<file path="src/hw/rtl/ycbcr_saturation_lightness_adjust_top_defines.svh">
// Assertion macros for the YCbCr saturation/lightness adjust block.
// Used by the top level; expects clk_i and rst_ni in scope.
`ifndef YCBCR_SATURATION_LIGHTNESS_ADJUST_TOP_DEFINES_SVH
`define YCBCR_SATURATION_LIGHTNESS_ADJUST_TOP_DEFINES_SVH

// Checked only while out of reset
`define YSLA_ASSERT(lbl, prop, msg) \
  lbl: assert property (@(posedge clk_i) disable iff (!rst_ni) prop) else $error(msg);

// Checked on every edge, reset included
`define YSLA_ASSERT_ALWAYS(lbl, prop, msg) \
  lbl: assert property (@(posedge clk_i) prop) else $error(msg);

`endif

</file>
<file path="src/hw/rtl/ysla_pkg.sv">
// Shared types and constants for the YCbCr saturation/lightness adjust block.
// No dependencies.
`default_nettype none

package ysla_pkg;

  localparam int unsigned FRAC_BITS_DEF = 8;
  localparam int unsigned PIX_W         = 8;
  localparam int unsigned FACTOR_W      = 12;
  localparam int unsigned CFG_ADDR_W    = 2;
  localparam int unsigned TDATA_W       = 24;

  // Unity in Q4.8
  localparam logic [FACTOR_W-1:0] FACTOR_ONE = 12'd256;

  // Register map
  typedef enum logic [CFG_ADDR_W-1:0] {
    REG_SAT  = 2'd0,
    REG_GAIN = 2'd1
  } reg_idx_e;

  typedef struct packed {
    logic [PIX_W-1:0] blue;
    logic [PIX_W-1:0] green;
    logic [PIX_W-1:0] red;
  } pixel_t;

  typedef struct packed {
    logic [FACTOR_W-1:0] sat;
    logic [FACTOR_W-1:0] gain;
  } cfg_t;

endpackage

`default_nettype wire

</file>
<file path="src/hw/rtl/ysla_fwd.sv">
// Forward RGB to YCbCr conversion stage (one register stage).
// Depends on ysla_pkg.
`default_nettype none

module ysla_fwd import ysla_pkg::*; #(
  parameter int unsigned FRAC_BITS = FRAC_BITS_DEF
) (
  input  wire logic                        clk_i,
  input  wire logic                        rst_ni,
  input  wire logic                        valid_i,
  output logic                             ready_o,
  input  wire pixel_t                      pix_i,
  output logic                             valid_o,
  input  wire logic                        ready_i,
  output logic        [FRAC_BITS+9:0]      y_o,
  output logic signed [FRAC_BITS+9:0]      dcb_o,
  output logic signed [FRAC_BITS+9:0]      dcr_o
);

  localparam int unsigned W = FRAC_BITS + 10;

  // Conversion constants, rounded to FRAC_BITS fraction bits
  localparam longint K_Y_R  = ((longint'(299)  << FRAC_BITS) + 500)  / 1000;
  localparam longint K_Y_G  = ((longint'(587)  << FRAC_BITS) + 500)  / 1000;
  localparam longint K_Y_B  = ((longint'(114)  << FRAC_BITS) + 500)  / 1000;
  localparam longint K_CB_R = ((longint'(1687) << FRAC_BITS) + 5000) / 10000;
  localparam longint K_CB_G = ((longint'(3313) << FRAC_BITS) + 5000) / 10000;
  localparam longint K_HALF = ((longint'(5)    << FRAC_BITS) + 5)    / 10;
  localparam longint K_CR_G = ((longint'(4187) << FRAC_BITS) + 5000) / 10000;
  localparam longint K_CR_B = ((longint'(813)  << FRAC_BITS) + 5000) / 10000;

  logic [W-1:0] r_w, g_w, b_w;
  logic [W-1:0] y_d, dcb_d, dcr_d;
  logic [W-1:0] y_q, dcb_q, dcr_q;
  logic         valid_q;

  assign r_w = W'(pix_i.red);
  assign g_w = W'(pix_i.green);
  assign b_w = W'(pix_i.blue);

  // Constant products; chroma kept as offset from mid scale (wraps as two's complement)
  always_comb begin
    y_d   = r_w * W'(K_Y_R) + g_w * W'(K_Y_G) + b_w * W'(K_Y_B);
    dcb_d = b_w * W'(K_HALF) - r_w * W'(K_CB_R) - g_w * W'(K_CB_G);
    dcr_d = r_w * W'(K_HALF) - g_w * W'(K_CR_G) - b_w * W'(K_CR_B);
  end

  assign ready_o = ~valid_q | ready_i;

  always_ff @(posedge clk_i or negedge rst_ni) begin
    if (!rst_ni) begin
      valid_q <= 1'b0;
    end else if (ready_o) begin
      valid_q <= valid_i;
    end
  end

  always_ff @(posedge clk_i) begin
    if (valid_i && ready_o) begin
      y_q   <= y_d;
      dcb_q <= dcb_d;
      dcr_q <= dcr_d;
    end
  end

  assign valid_o = valid_q;
  assign y_o     = y_q;
  assign dcb_o   = $signed(dcb_q);
  assign dcr_o   = $signed(dcr_q);

endmodule

`default_nettype wire

</file>
<file path="src/hw/rtl/ysla_adj.sv">
// Lightness gain and saturation scaling: multiply stage, then round/clamp stage.
// Depends on ysla_pkg.
`default_nettype none

module ysla_adj import ysla_pkg::*; #(
  parameter int unsigned FRAC_BITS = FRAC_BITS_DEF
) (
  input  wire logic                        clk_i,
  input  wire logic                        rst_ni,
  input  wire cfg_t                        cfg_i,
  input  wire logic                        valid_i,
  output logic                             ready_o,
  input  wire logic        [FRAC_BITS+9:0] y_i,
  input  wire logic signed [FRAC_BITS+9:0] dcb_i,
  input  wire logic signed [FRAC_BITS+9:0] dcr_i,
  output logic                             valid_o,
  input  wire logic                        ready_i,
  output logic        [FRAC_BITS+7:0]      y_o,
  output logic signed [FRAC_BITS+8:0]      dcb_o,
  output logic signed [FRAC_BITS+8:0]      dcr_o
);

  localparam int unsigned W  = FRAC_BITS + 10;
  localparam int unsigned PW = W + FACTOR_W + 1;
  localparam int unsigned YW = FRAC_BITS + 8;
  localparam int unsigned DW = FRAC_BITS + 9;
  localparam logic signed [PW-1:0] MID_P  = PW'(longint'(128) << FRAC_BITS);
  localparam logic signed [PW-1:0] TOP_P  = PW'(longint'(255) << FRAC_BITS);
  localparam logic signed [PW-1:0] HALF_P = PW'(128);

  // Stage B: factor multiplies
  logic signed [PW-1:0] yp_d, cbp_d, crp_d;
  logic signed [PW-1:0] yp_q, cbp_q, crp_q;
  logic                 mul_valid_q;
  logic                 mul_ready;
  logic signed [FACTOR_W:0] gain_s, sat_s;

  assign gain_s = $signed({1'b0, cfg_i.gain});
  assign sat_s  = $signed({1'b0, cfg_i.sat});

  always_comb begin
    yp_d  = PW'($signed({1'b0, y_i})) * PW'(gain_s);
    cbp_d = PW'(dcb_i) * PW'(sat_s);
    crp_d = PW'(dcr_i) * PW'(sat_s);
  end

  assign ready_o = ~mul_valid_q | mul_ready;

  always_ff @(posedge clk_i or negedge rst_ni) begin
    if (!rst_ni) begin
      mul_valid_q <= 1'b0;
    end else if (ready_o) begin
      mul_valid_q <= valid_i;
    end
  end

  always_ff @(posedge clk_i) begin
    if (valid_i && ready_o) begin
      yp_q  <= yp_d;
      cbp_q <= cbp_d;
      crp_q <= crp_d;
    end
  end

  // Stage C: round half up by 8 bits, re-center chroma, clamp to 0..255
  function automatic logic signed [PW-1:0] clamp_p(input logic signed [PW-1:0] v);
    logic signed [PW-1:0] res;
    if (v < 0) begin
      res = '0;
    end else if (v > TOP_P) begin
      res = TOP_P;
    end else begin
      res = v;
    end
    return res;
  endfunction

  logic signed [PW-1:0] y_cl, cb_cl, cr_cl;
  logic [YW-1:0]        y_d, y_q;
  logic signed [DW-1:0] dcb_d, dcr_d, dcb_q, dcr_q;
  logic                 rnd_valid_q;

  always_comb begin
    y_cl  = clamp_p((yp_q + HALF_P) >>> 8);
    cb_cl = clamp_p(((cbp_q + HALF_P) >>> 8) + MID_P);
    cr_cl = clamp_p(((crp_q + HALF_P) >>> 8) + MID_P);
    y_d   = y_cl[YW-1:0];
    dcb_d = DW'(cb_cl - MID_P);
    dcr_d = DW'(cr_cl - MID_P);
  end

  assign mul_ready = ~rnd_valid_q | ready_i;

  always_ff @(posedge clk_i or negedge rst_ni) begin
    if (!rst_ni) begin
      rnd_valid_q <= 1'b0;
    end else if (mul_ready) begin
      rnd_valid_q <= mul_valid_q;
    end
  end

  always_ff @(posedge clk_i) begin
    if (mul_valid_q && mul_ready) begin
      y_q   <= y_d;
      dcb_q <= dcb_d;
      dcr_q <= dcr_d;
    end
  end

  assign valid_o = rnd_valid_q;
  assign y_o     = y_q;
  assign dcb_o   = dcb_q;
  assign dcr_o   = dcr_q;

endmodule

`default_nettype wire

</file>
<file path="src/hw/rtl/ysla_inv.sv">
// Inverse YCbCr to RGB conversion: multiply stage, then sum/round/clamp output stage.
// Depends on ysla_pkg.
`default_nettype none

module ysla_inv import ysla_pkg::*; #(
  parameter int unsigned FRAC_BITS = FRAC_BITS_DEF
) (
  input  wire logic                        clk_i,
  input  wire logic                        rst_ni,
  input  wire logic                        valid_i,
  output logic                             ready_o,
  input  wire logic        [FRAC_BITS+7:0] y_i,
  input  wire logic signed [FRAC_BITS+8:0] dcb_i,
  input  wire logic signed [FRAC_BITS+8:0] dcr_i,
  output logic                             valid_o,
  input  wire logic                        ready_i,
  output pixel_t                           pix_o
);

  localparam int unsigned YW = FRAC_BITS + 8;
  localparam int unsigned QW = 2 * FRAC_BITS + 11;
  localparam int unsigned SW = FRAC_BITS + 11;

  localparam longint K_R_CR = ((longint'(1402)  << FRAC_BITS) + 500)   / 1000;
  localparam longint K_G_CR = ((longint'(71414) << FRAC_BITS) + 50000) / 100000;
  localparam longint K_G_CB = ((longint'(34414) << FRAC_BITS) + 50000) / 100000;
  localparam longint K_B_CB = ((longint'(1772)  << FRAC_BITS) + 500)   / 1000;

  localparam logic signed [QW-1:0] HALF_Q = QW'(longint'(1) << (FRAC_BITS - 1));
  localparam logic signed [SW-1:0] HALF_S = SW'(longint'(1) << (FRAC_BITS - 1));
  localparam logic signed [SW-1:0] TOP_S  = SW'(longint'(255) << FRAC_BITS);

  // Stage D: constant multiplies on the chroma offsets
  logic signed [QW-1:0] rcr_d, gcr_d, gcb_d, bcb_d;
  logic signed [QW-1:0] rcr_q, gcr_q, gcb_q, bcb_q;
  logic [YW-1:0]        y_q;
  logic                 mul_valid_q;
  logic                 out_ready;

  always_comb begin
    rcr_d = QW'(dcr_i) * QW'(K_R_CR);
    gcr_d = QW'(dcr_i) * QW'(K_G_CR);
    gcb_d = QW'(dcb_i) * QW'(K_G_CB);
    bcb_d = QW'(dcb_i) * QW'(K_B_CB);
  end

  assign ready_o = ~mul_valid_q | out_ready;

  always_ff @(posedge clk_i or negedge rst_ni) begin
    if (!rst_ni) begin
      mul_valid_q <= 1'b0;
    end else if (ready_o) begin
      mul_valid_q <= valid_i;
    end
  end

  always_ff @(posedge clk_i) begin
    if (valid_i && ready_o) begin
      rcr_q <= rcr_d;
      gcr_q <= gcr_d;
      gcb_q <= gcb_d;
      bcb_q <= bcb_d;
      y_q   <= y_i;
    end
  end

  // Stage E: round terms, sum with luma, clamp and round to a byte
  function automatic logic signed [SW-1:0] rnd_term(input logic signed [QW-1:0] p);
    logic signed [QW-1:0] s;
    s = (p + HALF_Q) >>> FRAC_BITS;
    return SW'(s);
  endfunction

  function automatic logic [PIX_W-1:0] to_byte(input logic signed [SW-1:0] v);
    logic signed [SW-1:0] c;
    logic signed [SW-1:0] r;
    if (v < 0) begin
      c = '0;
    end else if (v > TOP_S) begin
      c = TOP_S;
    end else begin
      c = v;
    end
    r = (c + HALF_S) >>> FRAC_BITS;
    return r[PIX_W-1:0];
  endfunction

  logic signed [SW-1:0] y_s, ro, go, bo;
  pixel_t               pix_d, pix_q;
  logic                 out_valid_q;

  always_comb begin
    y_s         = $signed({3'b000, y_q});
    ro          = y_s + rnd_term(rcr_q);
    go          = y_s - rnd_term(gcr_q) - rnd_term(gcb_q);
    bo          = y_s + rnd_term(bcb_q);
    pix_d.red   = to_byte(ro);
    pix_d.green = to_byte(go);
    pix_d.blue  = to_byte(bo);
  end

  assign out_ready = ~out_valid_q | ready_i;

  always_ff @(posedge clk_i or negedge rst_ni) begin
    if (!rst_ni) begin
      out_valid_q <= 1'b0;
    end else if (out_ready) begin
      out_valid_q <= mul_valid_q;
    end
  end

  always_ff @(posedge clk_i) begin
    if (mul_valid_q && out_ready) begin
      pix_q <= pix_d;
    end
  end

  assign valid_o = out_valid_q;
  assign pix_o   = pix_q;

endmodule

`default_nettype wire

</file>
<file path="src/hw/rtl/ycbcr_saturation_lightness_adjust_top.sv">
// Throughput: one pixel per cycle while the output is not stalled; every stage
// (forward convert, factor multiply, round/clamp, inverse multiply, output
// sum/round) has its own register and ready. A stalled output holds the last
// stage, then each full stage in front of it; upstream bubbles still close up.
// Reset (async, active low) empties the pipeline and sets both factors to 1.0 (256).
// Depends on ysla_pkg, ysla_fwd, ysla_adj, ysla_inv and the defines header.
`default_nettype none

`include "ycbcr_saturation_lightness_adjust_top_defines.svh"

module ycbcr_saturation_lightness_adjust_top import ysla_pkg::*; #(
  parameter int unsigned FRAC_BITS = FRAC_BITS_DEF
) (
  input  wire logic                  clk_i,
  input  wire logic                  rst_ni,
  // Pixel input: tdata = red [7:0], green [15:8], blue [23:16]
  input  wire logic                  s_axis_tvalid_i,
  output logic                       s_axis_tready_o,
  input  wire logic [TDATA_W-1:0]    s_axis_tdata_i,
  // Pixel output: tdata = red [7:0], green [15:8], blue [23:16]
  output logic                       m_axis_tvalid_o,
  input  wire logic                  m_axis_tready_i,
  output logic [TDATA_W-1:0]         m_axis_tdata_o,
  // Register writes
  input  wire logic                  cfg_valid_i,
  output logic                       cfg_ready_o,
  input  wire logic [CFG_ADDR_W-1:0] cfg_addr_i,
  input  wire logic [FACTOR_W-1:0]   cfg_data_i
);

  // Configuration registers
  cfg_t cfg_q;

  assign cfg_ready_o = 1'b1;

  always_ff @(posedge clk_i or negedge rst_ni) begin
    if (!rst_ni) begin
      cfg_q.sat  <= FACTOR_ONE;
      cfg_q.gain <= FACTOR_ONE;
    end else if (cfg_valid_i) begin
      unique case (reg_idx_e'(cfg_addr_i))
        REG_SAT:  cfg_q.sat  <= cfg_data_i;
        REG_GAIN: cfg_q.gain <= cfg_data_i;
        default: ;
      endcase
    end
  end

  // Input unpacking
  pixel_t pix_in;

  assign pix_in.red   = s_axis_tdata_i[7:0];
  assign pix_in.green = s_axis_tdata_i[15:8];
  assign pix_in.blue  = s_axis_tdata_i[23:16];

  // Pipeline
  logic                        fwd_valid, fwd_ready;
  logic        [FRAC_BITS+9:0] fwd_y;
  logic signed [FRAC_BITS+9:0] fwd_dcb, fwd_dcr;
  logic                        adj_valid, adj_ready;
  logic        [FRAC_BITS+7:0] adj_y;
  logic signed [FRAC_BITS+8:0] adj_dcb, adj_dcr;
  pixel_t                      pix_out;

  ysla_fwd #(.FRAC_BITS(FRAC_BITS)) u_fwd (
    .clk_i   (clk_i),
    .rst_ni  (rst_ni),
    .valid_i (s_axis_tvalid_i),
    .ready_o (s_axis_tready_o),
    .pix_i   (pix_in),
    .valid_o (fwd_valid),
    .ready_i (fwd_ready),
    .y_o     (fwd_y),
    .dcb_o   (fwd_dcb),
    .dcr_o   (fwd_dcr)
  );

  ysla_adj #(.FRAC_BITS(FRAC_BITS)) u_adj (
    .clk_i   (clk_i),
    .rst_ni  (rst_ni),
    .cfg_i   (cfg_q),
    .valid_i (fwd_valid),
    .ready_o (fwd_ready),
    .y_i     (fwd_y),
    .dcb_i   (fwd_dcb),
    .dcr_i   (fwd_dcr),
    .valid_o (adj_valid),
    .ready_i (adj_ready),
    .y_o     (adj_y),
    .dcb_o   (adj_dcb),
    .dcr_o   (adj_dcr)
  );

  ysla_inv #(.FRAC_BITS(FRAC_BITS)) u_inv (
    .clk_i   (clk_i),
    .rst_ni  (rst_ni),
    .valid_i (adj_valid),
    .ready_o (adj_ready),
    .y_i     (adj_y),
    .dcb_i   (adj_dcb),
    .dcr_i   (adj_dcr),
    .valid_o (m_axis_tvalid_o),
    .ready_i (m_axis_tready_i),
    .pix_o   (pix_out)
  );

  assign m_axis_tdata_o = {pix_out.blue, pix_out.green, pix_out.red};

  // Checks
  `YSLA_ASSERT(a_no_backpressure_leak, m_axis_tready_i |-> s_axis_tready_o, "input stalled while output ready")
  `YSLA_ASSERT(a_sat_write, cfg_valid_i && (cfg_addr_i == REG_SAT) |=> cfg_q.sat == $past(cfg_data_i), "saturation write lost")
  `YSLA_ASSERT(a_gain_write, cfg_valid_i && (cfg_addr_i == REG_GAIN) |=> cfg_q.gain == $past(cfg_data_i), "gain write lost")
  `YSLA_ASSERT_ALWAYS(a_reset_empty, !rst_ni |=> !m_axis_tvalid_o, "output valid right after reset")

endmodule

`default_nettype wire

</file>
<file path="config.mk">
export PLATFORM = sky130hd
export DESIGN_NAME = ycbcr_saturation_lightness_adjust_top
export DESIGN_NICKNAME = d
export VERILOG_FILES = /design/src/hw/rtl/ysla_pkg.sv /design/src/hw/rtl/ysla_fwd.sv /design/src/hw/rtl/ysla_adj.sv /design/src/hw/rtl/ysla_inv.sv /design/src/hw/rtl/ycbcr_saturation_lightness_adjust_top.sv
export VERILOG_INCLUDE_DIRS = /design/src /design/src/hw/rtl
export SDC_FILE = /design/constraint.sdc
export NUM_CORES = 2
export LEC_CHECK = 0
export BUFFER_PORTS_ARGS = -buffer_cell sky130_fd_sc_hd__buf_2
export CAP_MARGIN = 20
export CORE_MARGIN = 2
export CORE_UTILIZATION = 60
export DETAILED_ROUTE_END_ITERATION = 6
export PLACE_DENSITY = 0.85
export SETUP_SLACK_MARGIN = 0.02
export SLEW_MARGIN = 0
export SYNTH_ARGS = -nofsm -noshare
export SYNTH_HDL_FRONTEND = slang
export SYNTH_SLANG_ARGS = --single-unit
</file>
<file path="constraint.sdc">
create_clock -name clk_i -period 7.4 [get_ports clk_i]
set_input_delay 1.11 -clock clk_i [delete_from_list [all_inputs] [get_ports clk_i]]
set_output_delay 1.11 -clock clk_i [all_outputs]
set_load 0.03 [all_outputs]
</file>
==> out/results.tsv <==
metric	value	unit
MaxCap Viol Count	0	
WL/cell	17.2	um
per-cell via count in the routed design	5.59	
diode count	0	
Hold Startpoint	u_adj.y_o[6]	
final sum of negative setup slack	0	ns
worst min path class	reg2reg	
Hold Path Cell Cnt	0	
worst setup path class	reg2reg	
launch instance of the worst register-to-register path	cfg_q[15]	
clock latency of the later-clocked register in the worst-skew pair	0.59	ns
Crit path max-delay family	adder cells	
outcome	complete, no violations	
number of instances in the synthesized netlist	5883	
upper clock frequency limit	0.145	GHz
number of buffers added by the clock tree synthesis step	40	
Area Growth Syn to Fin	5.16	%
most numerous cell on the critical path	fa_1	
count of final hold-check violations	0	
leading cell type in the layout, fill and taps excluded	inv_1	
GRT Total Usage	26.7	%
master of the slowest instance on the critical path	dfrtp_1	
setup violators final	0	
antenna violations before repair	0	
period utilisation layout	93.2	%
initial core utilization	60.8	%
worst clock skew on the final layout	0.0185	ns
Mapped Nets	7473	
Register-to-Register Setup Slack	0.50	ns
detailed-route via count	39900	
Hold Path End	u_inv.y_q[6]	
number of routed nets with antenna violations	0	
post-synthesis instance area	55900	um2
critical path data required time	7.73	ns
layout cell share with drive strength beyond 1	3.97	%
Die Height	309	um
fraction of synthesis flops using an asynchronous set or reset pin	9.06	%
Most used DFF post-synth	edfxtp_1	
clock slew seen by the registers of the worst setup and hold paths	0.07	ns
filler cell count in the final layout	7045	
RSZ-0062 raised after global routing	false	
worst stage delay on the critical path	0.62	ns
depth of the CTS H-tree	2	
critical path cell sequence	buf_4 -> nand2_1 -> fa_1 -> inv_1 -> fa_1 -> fa_1 -> inv_1 -> fa_1 -> fa_1 -> inv_1 -> ha_1 -> a21o_1 -> a2111oi_0 -> o21ai_1 -> a2111oi_2 -> o31a_2 -> o21ai_1 -> or4_1 -> a31o_2 -> a21oi_2 -> xnor2_1	
RD Place Congestion	0.952	
DR DRC count	0	
largest net degree at the start of global routing	77	
Ys Warns	0	
Setup Buffers After CTS	0	
First-pass DRT Iterations	6	
top library cells by usage in the layout, fill and taps aside	inv_1, fa_1, ha_1	
worst-case reg-to-reg path depth	21	
Tmin final	6.90	ns
Buf+Inv Stages, Crit Path	4	
Worst-Margin Slew	0.956	ns
sort of element at the start of the critical path	register	
Post-synth EDFFs	291	
Overflow after GRT	0	
end of the worst register-to-register path	u_adj.cbp_q[30]	
buffer levels on the longest clock path	3	
vias in the first global route	42300	
count of final max-slew check failures	0	
first-pass GRT wire length	205000	um
mean instance size in the synthesized netlist	9.50	um2
total of buffers placed on input and output ports	68	
clock tree from TritonCTS	yes	
final net count	7458	
normalized max-slew margin	36.3	%
total die area	95600	um2
total wire length	123000	um
Std-Cell Core Area	91900	um2
sequential cell area fraction in the yosys report	16.9	%
number of sinks driven by the clock tree	320	
post-DP HPWL	102000	um
drt initial violations	2659	
maximum fanout along the worst path	24	
number of ports placed on the die boundary	70	
chip width	309	um
Site Rows	111	
Yosys reg bits	320	
critical path endpoint category	register	
data arrival time of the worst path	7.22	ns
synth unique cells	89	
hold-fix buffer count after cts	0	
root buffer cell	clkbuf_16	
==> how the worst max path moves through the flow <==
stage	from	end	slack [ns]	cells after the start
final	cfg_q[15]	u_adj.cbp_q[30]	0.50	21
after floorplan	cfg_q[15]	u_adj.cbp_q[30]	0.94	22
after CTS	cfg_q[21]	u_adj.cbp_q[30]	0.46	20
after global placement	s_axis_tdata_i[12]	u_fwd.dcr_o[15]	0.67	23
after global routing	cfg_q[15]	u_adj.cbp_q[30]	0.05	21
after detailed placement	s_axis_tdata_i[12]	u_fwd.dcr_o[15]	0.48	23
==> worst register-to-register path, stage by stage, from the launching register on <==
cell and delay (ns):
dfrtp_1 0.62, buf_4 0.38, nand2_1 0.13, fa_1 0.55, inv_1 0.06, fa_1 0.50
fa_1 0.51, inv_1 0.05, fa_1 0.47, fa_1 0.55, inv_1 0.04, ha_1 0.22
a21o_1 0.20, a2111oi_0 0.46, o21ai_1 0.18, a2111oi_2 0.46, o31a_2 0.26, o21ai_1 0.09
or4_1 0.42, a31o_2 0.27, a21oi_2 0.14, xnor2_1 0.07
==> through the flow <==
stage                     util [%]  setup slack, ns  instances  instance area [um2]  hold WS (ns)
after floorplan                  -            0.937       5883                55900         0.400
after global placement        62.4            0.674       7067                57400         0.405
after detailed placement      62.4            0.484       7067                57400         0.405
after CTS                     63.9            0.456       7140                58700         0.415
after global routing          63.9           0.0470       7142                58800         0.418
final                         63.9            0.504       7142                58800         0.413
==> state kept, by name, summed over array words and instances, names as in the netlist, 18 cells and up <==
name	cells
cfg_q	24
u_adj.cbp_q	24
u_adj.crp_q	24
u_inv.pix_o	24
u_adj.yp_q	23
u_inv.bcb_q	20
u_inv.rcr_q	20
u_inv.gcr_q	19
u_fwd.dcb_o	18
u_fwd.dcr_o	18
u_inv.gcb_q	18
==> area by class of cell <==
cell class                 instances  area [um2]  area share (%)
multi-input combinational       4179       41200            70.1
sequential                       320        9470            16.1
inverter                        1239        4650            7.92
tap                             1243        1560            2.65
clock buffer                      50        1080            1.84
timing repair buffer              88         507           0.862
clock inverter                    23         282           0.479
==> layer usage <==
layer | global-route usage (%) | up-vias | routed length (um)
met2 | 46.4 | 1285 | 60300
met1 | 33.4 | 19600 | 49500
li1 | - | 18700 | -
met3 | 3.88 | 291 | 7800
met4 | 10.9 | 0 | 5370
met5 | 0 | - | 0
==> cells in the mapped netlist, types with 51 or more instances <==
master / n / share of area [%]
nor2_1: 299 / 2.0
o21a_1: 51 / 0.69
edfxtp_1: 291 / 16
xnor2_1: 275 / 4.3
o21ai_0: 129 / 1.2
a21o_1: 55 / 0.74
clkbuf_1: 135 / 0.91
a21oi_1: 196 / 1.8
nand3_1: 86 / 0.77
nor3_1: 86 / 0.77
ha_1: 727 / 16
xor2_1: 117 / 1.8
fa_1: 820 / 29
and2_1: 297 / 3.3
inv_1: 1239 / 8.3
nand2_1: 503 / 3.4
==> cell families (layout without fill, tap and decap cells) <==
kind of cell	after synthesis	after routing	share of synthesized area, %
simple gates	1561	1561	13.8
mux	39	39	0.757
fa+ha+maj	1547	1547	45.7
flops	320	320	16.9
compound gates	639	639	7.39
other cells	1	1	0.00671
buf+inv	1384	1400	9.32
xor+xnor	392	392	6.14
==> repair_timing <==
action	4_1_cts	5_1_grt
resized for setup	0	1
endpoints found under the hold margin	0	0
endpoints found under the setup margin	0	1
Power is not shown: default switching activity piles up to over one toggle a cycle in this logic, so the estimate is an artifact.
